[src/design/srd_pkg.sv]
// ----------------------------------------------------------------------------
// srd_pkg
// Types and constants of the 128-bit signed restoring divider.
// ----------------------------------------------------------------------------
`default_nettype none

package srd_pkg;

  localparam int unsigned Width = 128;
  localparam int unsigned HalfW = Width / 2;
  localparam int unsigned CntW  = $clog2(Width);
  localparam logic [CntW-1:0] LastStep = CntW'(Width - 1);

  typedef enum logic [1:0] {
    SRD_IDLE,
    SRD_NEGATE,
    SRD_DIVIDE,
    SRD_FINISH
  } srd_state_e;

  // Controller to datapath commands
  typedef struct packed {
    logic load;
    logic negate;
    logic step;
    logic finish;
  } srd_cmd_t;

endpackage

`default_nettype wire

[src/design/srd_in_if.sv]
// ----------------------------------------------------------------------------
// srd_in_if
// Operand request channel: dividend and divisor split in 64-bit halves.
// ----------------------------------------------------------------------------
`default_nettype none

interface srd_in_if
  import srd_pkg::*;
();
  logic                    valid;
  logic                    ready;
  logic signed [HalfW-1:0] dividend_high;
  logic        [HalfW-1:0] dividend_low;
  logic signed [HalfW-1:0] divisor_high;
  logic        [HalfW-1:0] divisor_low;

  modport source (
    output valid, dividend_high, dividend_low, divisor_high, divisor_low,
    input  ready
  );
  modport sink (
    input  valid, dividend_high, dividend_low, divisor_high, divisor_low,
    output ready
  );
endinterface

`default_nettype wire

[src/design/srd_out_if.sv]
// ----------------------------------------------------------------------------
// srd_out_if
// Result request channel: quotient, remainder and divide-by-zero flag.
// ----------------------------------------------------------------------------
`default_nettype none

interface srd_out_if
  import srd_pkg::*;
();
  logic                    valid;
  logic                    ready;
  logic signed [HalfW-1:0] quotient_high;
  logic        [HalfW-1:0] quotient_low;
  logic signed [HalfW-1:0] remainder_high;
  logic        [HalfW-1:0] remainder_low;
  logic                    divide_by_zero;

  modport source (
    output valid, quotient_high, quotient_low, remainder_high, remainder_low,
    output divide_by_zero,
    input  ready
  );
  modport sink (
    input  valid, quotient_high, quotient_low, remainder_high, remainder_low,
    input  divide_by_zero,
    output ready
  );
endinterface

`default_nettype wire

[src/design/srd_datapath.sv]
// ----------------------------------------------------------------------------
// srd_datapath
// Operand magnitudes, shift-subtract step and sign fix-up of the results.
// ----------------------------------------------------------------------------
`default_nettype none

module srd_datapath
  import srd_pkg::*;
(
  input  wire logic             clk_i,
  input  wire srd_cmd_t         cmd_i,
  input  wire logic [Width-1:0] dividend_i,
  input  wire logic [Width-1:0] divisor_i,
  output logic      [Width-1:0] quotient_o,
  output logic      [Width-1:0] remainder_o,
  output logic                  divide_by_zero_o
);

  // n_q starts as the dividend; quotient bits fill it from the bottom
  logic [Width-1:0] n_q, n_d;
  logic [Width-1:0] d_q, d_d;
  logic [Width-1:0] r_q, r_d;
  logic             nneg_q, nneg_d;
  logic             dneg_q, dneg_d;
  logic             dz_q, dz_d;
  logic [Width-1:0] quo_q, quo_d;
  logic [Width-1:0] rem_q, rem_d;
  logic             dzr_q, dzr_d;

  logic [Width-1:0] r_shift;
  logic [Width:0]   trial;
  logic             fits;

  // Remainder stays below the divisor magnitude, so the shift never overflows
  assign r_shift = {r_q[Width-2:0], n_q[Width-1]};
  assign trial   = {1'b0, r_shift} - {1'b0, d_q};
  assign fits    = ~trial[Width];

  always_comb begin
    n_d    = n_q;
    d_d    = d_q;
    r_d    = r_q;
    nneg_d = nneg_q;
    dneg_d = dneg_q;
    dz_d   = dz_q;
    quo_d  = quo_q;
    rem_d  = rem_q;
    dzr_d  = dzr_q;
    if (cmd_i.load) begin
      n_d    = dividend_i;
      d_d    = divisor_i;
      r_d    = '0;
      nneg_d = dividend_i[Width-1];
      dneg_d = divisor_i[Width-1];
      dz_d   = (divisor_i == '0);
    end
    if (cmd_i.negate) begin
      n_d = nneg_q ? (~n_q + Width'(1)) : n_q;
      d_d = dneg_q ? (~d_q + Width'(1)) : d_q;
    end
    if (cmd_i.step) begin
      r_d = fits ? trial[Width-1:0] : r_shift;
      n_d = {n_q[Width-2:0], fits};
    end
    if (cmd_i.finish) begin
      // A zero divisor leaves the dividend magnitude in r, so the remainder
      // comes back as the dividend; only the quotient is forced
      if (dz_q) begin
        quo_d = '1;
      end else if (nneg_q ^ dneg_q) begin
        quo_d = ~n_q + Width'(1);
      end else begin
        quo_d = n_q;
      end
      rem_d = nneg_q ? (~r_q + Width'(1)) : r_q;
      dzr_d = dz_q;
    end
  end

  always_ff @(posedge clk_i) begin
    n_q    <= n_d;
    d_q    <= d_d;
    r_q    <= r_d;
    nneg_q <= nneg_d;
    dneg_q <= dneg_d;
    dz_q   <= dz_d;
    quo_q  <= quo_d;
    rem_q  <= rem_d;
    dzr_q  <= dzr_d;
  end

  assign quotient_o       = quo_q;
  assign remainder_o      = rem_q;
  assign divide_by_zero_o = dzr_q;

endmodule

`default_nettype wire

[src/design/srd_ctrl.sv]
// ----------------------------------------------------------------------------
// srd_ctrl
// Sequencer: load, sign fix-up, 128 divide steps, result handoff.
// ----------------------------------------------------------------------------
`default_nettype none

module srd_ctrl
  import srd_pkg::*;
(
  input  wire logic clk_i,
  input  wire logic rst_ni,
  input  wire logic in_valid_i,
  output logic      in_ready_o,
  output logic      out_valid_o,
  input  wire logic out_ready_i,
  output srd_cmd_t  cmd_o
);

  srd_state_e      state_q, state_d;
  logic [CntW-1:0] cnt_q, cnt_d;
  logic            out_valid_q, out_valid_d;
  logic            out_free;

  assign out_free = ~out_valid_q | out_ready_i;

  always_comb begin
    state_d = state_q;
    unique case (state_q)
      SRD_IDLE:   if (in_valid_i) state_d = SRD_NEGATE;
      SRD_NEGATE: state_d = SRD_DIVIDE;
      SRD_DIVIDE: if (cnt_q == LastStep) state_d = SRD_FINISH;
      SRD_FINISH: if (out_free) state_d = SRD_IDLE;
      default:    state_d = SRD_IDLE;
    endcase
  end

  always_comb begin
    cmd_o       = '0;
    in_ready_o  = 1'b0;
    cnt_d       = cnt_q;
    out_valid_d = out_valid_q & ~out_ready_i;
    unique case (state_q)
      SRD_IDLE: begin
        in_ready_o = 1'b1;
        cmd_o.load = in_valid_i;
      end
      SRD_NEGATE: begin
        cmd_o.negate = 1'b1;
        cnt_d        = '0;
      end
      SRD_DIVIDE: begin
        cmd_o.step = 1'b1;
        cnt_d      = cnt_q + CntW'(1);
      end
      SRD_FINISH: begin
        // hold the finished item until the output register is free
        if (out_free) begin
          cmd_o.finish = 1'b1;
          out_valid_d  = 1'b1;
        end
      end
      default: ;
    endcase
  end

  always_ff @(posedge clk_i or negedge rst_ni) begin
    if (!rst_ni) begin
      state_q     <= SRD_IDLE;
      cnt_q       <= '0;
      out_valid_q <= 1'b0;
    end else begin
      state_q     <= state_d;
      cnt_q       <= cnt_d;
      out_valid_q <= out_valid_d;
    end
  end

  assign out_valid_o = out_valid_q;

endmodule

`default_nettype wire

[src/design/signed_restoring_divider_128.sv]
// ----------------------------------------------------------------------------
// signed_restoring_divider_128
// 128-bit two's-complement divider, quotient toward zero, remainder signed
// like the dividend.
// ----------------------------------------------------------------------------
// Usage:
//   in_i carries the dividend and divisor as signed high and unsigned low
//   64-bit halves; out_o returns quotient, remainder and a
//   divide_by_zero flag. Both channels use valid/ready.
//   One request is in work at a time. After the request is taken, the
//   divider makes the operand magnitudes, runs the restoring steps (one
//   128-bit subtract a cycle) and then applies the result signs.
//   The result sits in an output register: a new request is taken while an
//   earlier result still waits. If the receiver stalls past the end of the
//   next division, the finished item is held until the register frees.
//   A zero divisor flags divide_by_zero with an all-ones quotient and the
//   dividend as remainder. Reset clears the sequencer and drops any result.
// ----------------------------------------------------------------------------
`default_nettype none

module signed_restoring_divider_128
  import srd_pkg::*;
(
  input  wire logic clk_i,
  input  wire logic rst_ni,
  srd_in_if.sink    in_i,
  srd_out_if.source out_o
);

  srd_cmd_t         cmd;
  logic [Width-1:0] quotient;
  logic [Width-1:0] remainder;

  srd_ctrl u_ctrl (
    .clk_i       (clk_i),
    .rst_ni      (rst_ni),
    .in_valid_i  (in_i.valid),
    .in_ready_o  (in_i.ready),
    .out_valid_o (out_o.valid),
    .out_ready_i (out_o.ready),
    .cmd_o       (cmd)
  );

  srd_datapath u_datapath (
    .clk_i            (clk_i),
    .cmd_i            (cmd),
    .dividend_i       ({in_i.dividend_high, in_i.dividend_low}),
    .divisor_i        ({in_i.divisor_high, in_i.divisor_low}),
    .quotient_o       (quotient),
    .remainder_o      (remainder),
    .divide_by_zero_o (out_o.divide_by_zero)
  );

  assign out_o.quotient_high  = quotient[Width-1:HalfW];
  assign out_o.quotient_low   = quotient[HalfW-1:0];
  assign out_o.remainder_high = remainder[Width-1:HalfW];
  assign out_o.remainder_low  = remainder[HalfW-1:0];

endmodule

`default_nettype wire

[src/flat_wrapper.sv]
// flat-port wrapper written by rule: the top's interface ports become plain ports
module signed_restoring_divider_128_flat import srd_pkg::*;
  (clk_i, rst_ni, in_i_valid, in_i_dividend_high, in_i_dividend_low, in_i_divisor_high, in_i_divisor_low, in_i_ready, out_o_valid, out_o_quotient_high, out_o_quotient_low, out_o_remainder_high, out_o_remainder_low, out_o_divide_by_zero, out_o_ready);
  srd_in_if in_i_i ();
  srd_out_if out_o_i ();
  input  wire logic clk_i;
  input  wire logic rst_ni;
  input wire logic [$bits(in_i_i.valid)-1:0] in_i_valid;
  input wire logic [$bits(in_i_i.dividend_high)-1:0] in_i_dividend_high;
  input wire logic [$bits(in_i_i.dividend_low)-1:0] in_i_dividend_low;
  input wire logic [$bits(in_i_i.divisor_high)-1:0] in_i_divisor_high;
  input wire logic [$bits(in_i_i.divisor_low)-1:0] in_i_divisor_low;
  output wire logic [$bits(in_i_i.ready)-1:0] in_i_ready;
  output wire logic [$bits(out_o_i.valid)-1:0] out_o_valid;
  output wire logic [$bits(out_o_i.quotient_high)-1:0] out_o_quotient_high;
  output wire logic [$bits(out_o_i.quotient_low)-1:0] out_o_quotient_low;
  output wire logic [$bits(out_o_i.remainder_high)-1:0] out_o_remainder_high;
  output wire logic [$bits(out_o_i.remainder_low)-1:0] out_o_remainder_low;
  output wire logic [$bits(out_o_i.divide_by_zero)-1:0] out_o_divide_by_zero;
  input wire logic [$bits(out_o_i.ready)-1:0] out_o_ready;
  assign in_i_i.valid = in_i_valid;
  assign in_i_i.dividend_high = in_i_dividend_high;
  assign in_i_i.dividend_low = in_i_dividend_low;
  assign in_i_i.divisor_high = in_i_divisor_high;
  assign in_i_i.divisor_low = in_i_divisor_low;
  assign in_i_ready = in_i_i.ready;
  assign out_o_valid = out_o_i.valid;
  assign out_o_quotient_high = out_o_i.quotient_high;
  assign out_o_quotient_low = out_o_i.quotient_low;
  assign out_o_remainder_high = out_o_i.remainder_high;
  assign out_o_remainder_low = out_o_i.remainder_low;
  assign out_o_divide_by_zero = out_o_i.divide_by_zero;
  assign out_o_i.ready = out_o_ready;
  signed_restoring_divider_128 u_core (.clk_i(clk_i), .rst_ni(rst_ni), .in_i(in_i_i), .out_o(out_o_i));
endmodule
[config.mk]
export PLATFORM = sky130hd
export DESIGN_NAME = signed_restoring_divider_128_flat
export DESIGN_NICKNAME = d
export VERILOG_FILES = /design/src/design/srd_pkg.sv /design/src/design/srd_in_if.sv /design/src/design/srd_out_if.sv /design/src/design/srd_datapath.sv /design/src/design/srd_ctrl.sv /design/src/design/signed_restoring_divider_128.sv /design/src/flat_wrapper.sv
export SDC_FILE = /design/constraint.sdc
export NUM_CORES = 2
export LEC_CHECK = 0
export ABC_CLOCK_PERIOD_IN_PS = 8940
export BUFFER_PORTS_ARGS = -buffer_cell sky130_fd_sc_hd__buf_2
export CORE_ASPECT_RATIO = 1.2
export CORE_UTILIZATION = 40
export DETAILED_ROUTE_END_ITERATION = 7
export GPL_TIMING_DRIVEN = 0
export PLACE_DENSITY = 0.67
export SYNTH_ARGS = -nofsm -noshare
export SYNTH_HDL_FRONTEND = slang
export SYNTH_SLANG_ARGS = --single-unit
[constraint.sdc]
create_clock -name clk_i -period 8.94 [get_ports clk_i]
set_input_delay 0.894 -clock clk_i [delete_from_list [all_inputs] [get_ports clk_i]]
set_output_delay 0.894 -clock clk_i [all_outputs]
set_load 0.05 [all_outputs]
==> impl_metrics.py <==
metrics = {
    "timing": {
        "final.period_utilization": 0.7255,
        "clock-skew-final_ps": 34.53,
        "period_needed_ps": 6486,
        "rsz0062_at_grt": "no",
        "whs_ps": 62.52,
        "setup_viol": 0,
        "max_slew_margin": -0.04516,
        "max_freq_mhz": 154.2,
        "fin_setup_tns_ps": 0,
        "hold_viol_final": 0,
        "tightest_slew_ps": 1568,
        "drv_slew": 11,
        "worst_slack_ps": 2454,
    },
    "global_route": {
        "antenna_found_initial": 16,
        "grt_start_max_net_pins": 67,
        "grt_overflow": 0,
        "grt_pass1_wl_um": 255300,
        "grt_pass1_vias": 39440,
        "grt_usage": 0.3005,
    },
    "cts": {
        "clock_sinks": 654,
        "cts_buffer_depth": 3,
        "numCtsBuffers": 76,
        "clock_latency_ps": 700,
        "cts_tree": "built",
        "cts_root_buf": "clkbuf_16",
        "cts-htree-levels": 3,
        "cts.clk_slew.worst_paths_ps": 70,
        "post-cts-setup-buffer-count": 0,
        "postCtsResizedCells": 0,
        "cts_hold_buf": 0,
    },
    "floorplanning": {
        "die_x_um": 309.8,
        "num_rows": 135,
        "dieArea_mm2": 0.1150,
        "initial_core_util": 0.4030,
        "die_h_um": 371.3,
        "core_area_mm2": 0.1128,
        "ios": 519,
    },
    "synthesis": {
        "yosysWarnings": 0,
        "synthDistinctLibCells": 93,
        "seq_area_frac_synth": 0.4308,
        "synth-edff-count": 644,
        "synth_top_area_cell": "edfxtp_1",
        "syn_area_mm2": 0.04547,
        "synthFlopType": "edfxtp_1",
        "synthTopCellsByArea": "edfxtp_1 (43%), xnor2_1 (7.1%), nand2_1 (4.6%)",
        "avgSynthCellArea_um2": 9.428,
        "ys_ff_latch": 654,
        "netlist_instances": 4823,
        "async_flop_share": 0.01529,
        "synth_top_area_share": 0.4253,
        "synth_nets": 5220,
    },
    "layout": {
        "final.fill_count": 10870,
        "final_cells": 7011,
        "final_area_mm2": 0.05282,
        "multiInputGateArea_mm2": 0.02412,
        "areaGrowthSynthToFinish_pct": 16.16,
        "drive_gt1_frac": 0.1659,
        "final_nets": 5830,
        "post-route-util": 0.4681,
        "seq_area_mm2": 0.01959,
    },
    "hold_path": {
        "min_path_type": "input pin to asynchronous set/reset pin",
    },
    "route": {
        "drc_errors": 0,
        "num_vias": 41360,
        "wl_per_cell_um": 25.40,
        "wirelength_um": 178100,
        "ant_nets": 0,
        "first_iter_violations": 4510,
        "drt_first_pass_iters": 6,
        "vias_per_cell": 5.899,
    },
    "critical_path": {
        "r2r_slack_ps": 2450,
        "crit_path_top_delay_cell": "clkbuf_1",
        "reg2reg_depth": 14,
        "cp-start-kind": "register",
        "crit_chain": "ha_1 -> and2_1 -> or3_1 -> o2111ai_1 -> a2111oi_4 -> o31ai_1 -> nor4b_1 -> o31ai_2 -> a21oi_1 -> o41a_1 -> clkbuf_1 -> clkbuf_1 -> nand3_1 -> o31ai_1",
        "cp-end-kind": "register",
        "path_delay_family": "compound AO/OA/AOI/OAI gates",
        "critPathRequiredTime_ps": 9460,
        "rr_startpoint": "u_core.u_datapath.r_q[4]$_SDFFCE_PN0P_",
        "rr_endpoint": "u_core.u_datapath.r_q[118]$_SDFFCE_PN0P_",
        "crit_type": "register to register",
        "arrival_ps": 7000,
        "critPathMaxFanout": 10,
        "critPathBufInv": 2,
        "max_stage_delay_ps": 1160,
    },
    "pwr": {
        "cellPowerDensity_mw_per_mm2": 455.7,
        "ir_drop_mv": 0.2529,
        "leakagePower_nw": 18.87,
        "power_mw": 24.07,
    },
    "outcome": {
        "outcome": "complete, but fails checks",
        "violations": "capacitance limit, slew limit",
    },
    "place": {
        "placed_area_mm2": 0.05034,
        "gp_congestion": 1.001,
        "dp_hpwl_um": 139800,
        "io_buffers": 518,
        "pre_cts_ws_ps": 2649,
        "dp.cells": 6862,
    },
    "job": {
        "max_cap_viol_count": 1,
    },
}
kinds of logic after synthesis:
group / share of synthesized area
simple gates: 0.1934
compound gates: 0.1543
flops: 0.4308
xor+xnor: 0.09034
buf+inv: 0.03965
mux: 0.05360
fa+ha+maj: 0.03786
cell usage in the layout (no fill, tap or decap), types with 78 or more instances in the layout:
cell       netlist  routed
nand2_1        561     560
mux2i_1        104     104
clkbuf_16        0      79
mux2_2         124     124
buf_2           19     537
clkbuf_1       226     235
nor2_1         250     250
nand3_1         89      89
xor2_1         100     100
nand4_1         87      87
o21ai_0        354     354
and3_1          78      78
nor3_1         182     182
nor4_1          80      79
o21bai_1        93      93
xnor2_1        369     369
inv_1          202     202
edfxtp_1       644     644
ha_1           136     136
a21oi_1        375     375
worst register-to-register path: stages (launching register included):
cell and delay, ps:
edfxtp_1 500, ha_1 400, and2_1 220, or3_1 310, o2111ai_1 380, a2111oi_4 180
o31ai_1 530, nor4b_1 630, o31ai_2 210, a21oi_1 580, o41a_1 310, clkbuf_1 1160
clkbuf_1 620, nand3_1 170, o31ai_1 120
synthesized netlist by cell type, drive strengths merged, types with 28 or more instances:
cell      n
a211oi   29
a21o     46
a21oi   375
a31oi    36
and2     30
and3     78
buf      40
clkbuf  226
edfxtp  644
ha      136
inv     202
mux2    124
mux2i   104
nand2   561
nand2b   38
nand3    89
nand4    88
nor2    252
nor3    186
nor4     87
o21ai   356
o21bai   93
o31ai    50
or2      28
or3      71
or3b     66
or4      56
xnor2   369
xor2    100
worst max path at each step:
stage	start	to	slack, ps	cells after the start
final	u_core.u_datapath.r_q[4]$_SDFFCE_PN0P_	u_core.u_datapath.r_q[118]$_SDFFCE_PN0P_	2450	14
after CTS	u_core.u_datapath.r_q[4]$_SDFFCE_PN0P_	u_core.u_datapath.r_q[118]$_SDFFCE_PN0P_	2620	14
after global routing	u_core.u_datapath.r_q[4]$_SDFFCE_PN0P_	u_core.u_datapath.r_q[116]$_SDFFCE_PN0P_	2500	14
after detailed placement	u_core.u_datapath.r_q[4]$_SDFFCE_PN0P_	u_core.u_datapath.r_q[118]$_SDFFCE_PN0P_	2650	14
after global placement	u_core.u_ctrl.state_q[0]$_DFFE_PN0P_	u_core.u_datapath.n_q[94]$_DFFE_PP_	-5650	7
after floorplan	u_core.u_ctrl.state_q[0]$_DFFE_PN0P_	u_core.u_datapath.n_q[100]$_DFFE_PP_	500	7
area by class of cell:
cell class	instances	area share
Buffer	266	0.01976
Multi-Input combinational cell	3700	0.4566
Tap cell	1507	0.03570
Inverter	203	0.01443
Antenna cell	14	0.0006633
Timing Repair Buffer	532	0.05567
Clock inverter	45	0.008102
Clock buffer	90	0.03821
Sequential cell	654	0.3709
flip-flops by register name, indices dropped and copies added (netlist names):
signal                              cells
u_core.u_datapath.d_q                 128
u_core.u_datapath.n_q                 128
u_core.u_datapath.quotient_o          128
u_core.u_datapath.r_q                 128
u_core.u_datapath.remainder_o         128
u_core.u_ctrl.cnt_q                     7
u_core.u_ctrl.state_q                   2
u_core.u_ctrl.out_valid_o               1
u_core.u_datapath.divide_by_zero_o      1
u_core.u_datapath.dneg_q                1
u_core.u_datapath.dz_q                  1
u_core.u_datapath.nneg_q                1
power breakdown:
part	switching, mW	internal [mW]
Sequential	1.33	5.50
Combinational	9.53	4.52
Clock	1.38	1.82
Total	12.2	11.8
layer usage:
metal	up-vias	global-route usage	share of wire
met5	-	0	0.00029
met3	391	0.04537	0.077
met1	19910	0.3708	0.39
met4	8	0.1510	0.051
li1	19020	-	-
met2	2031	0.5085	0.48
Power figures use the tool's default switching activity.
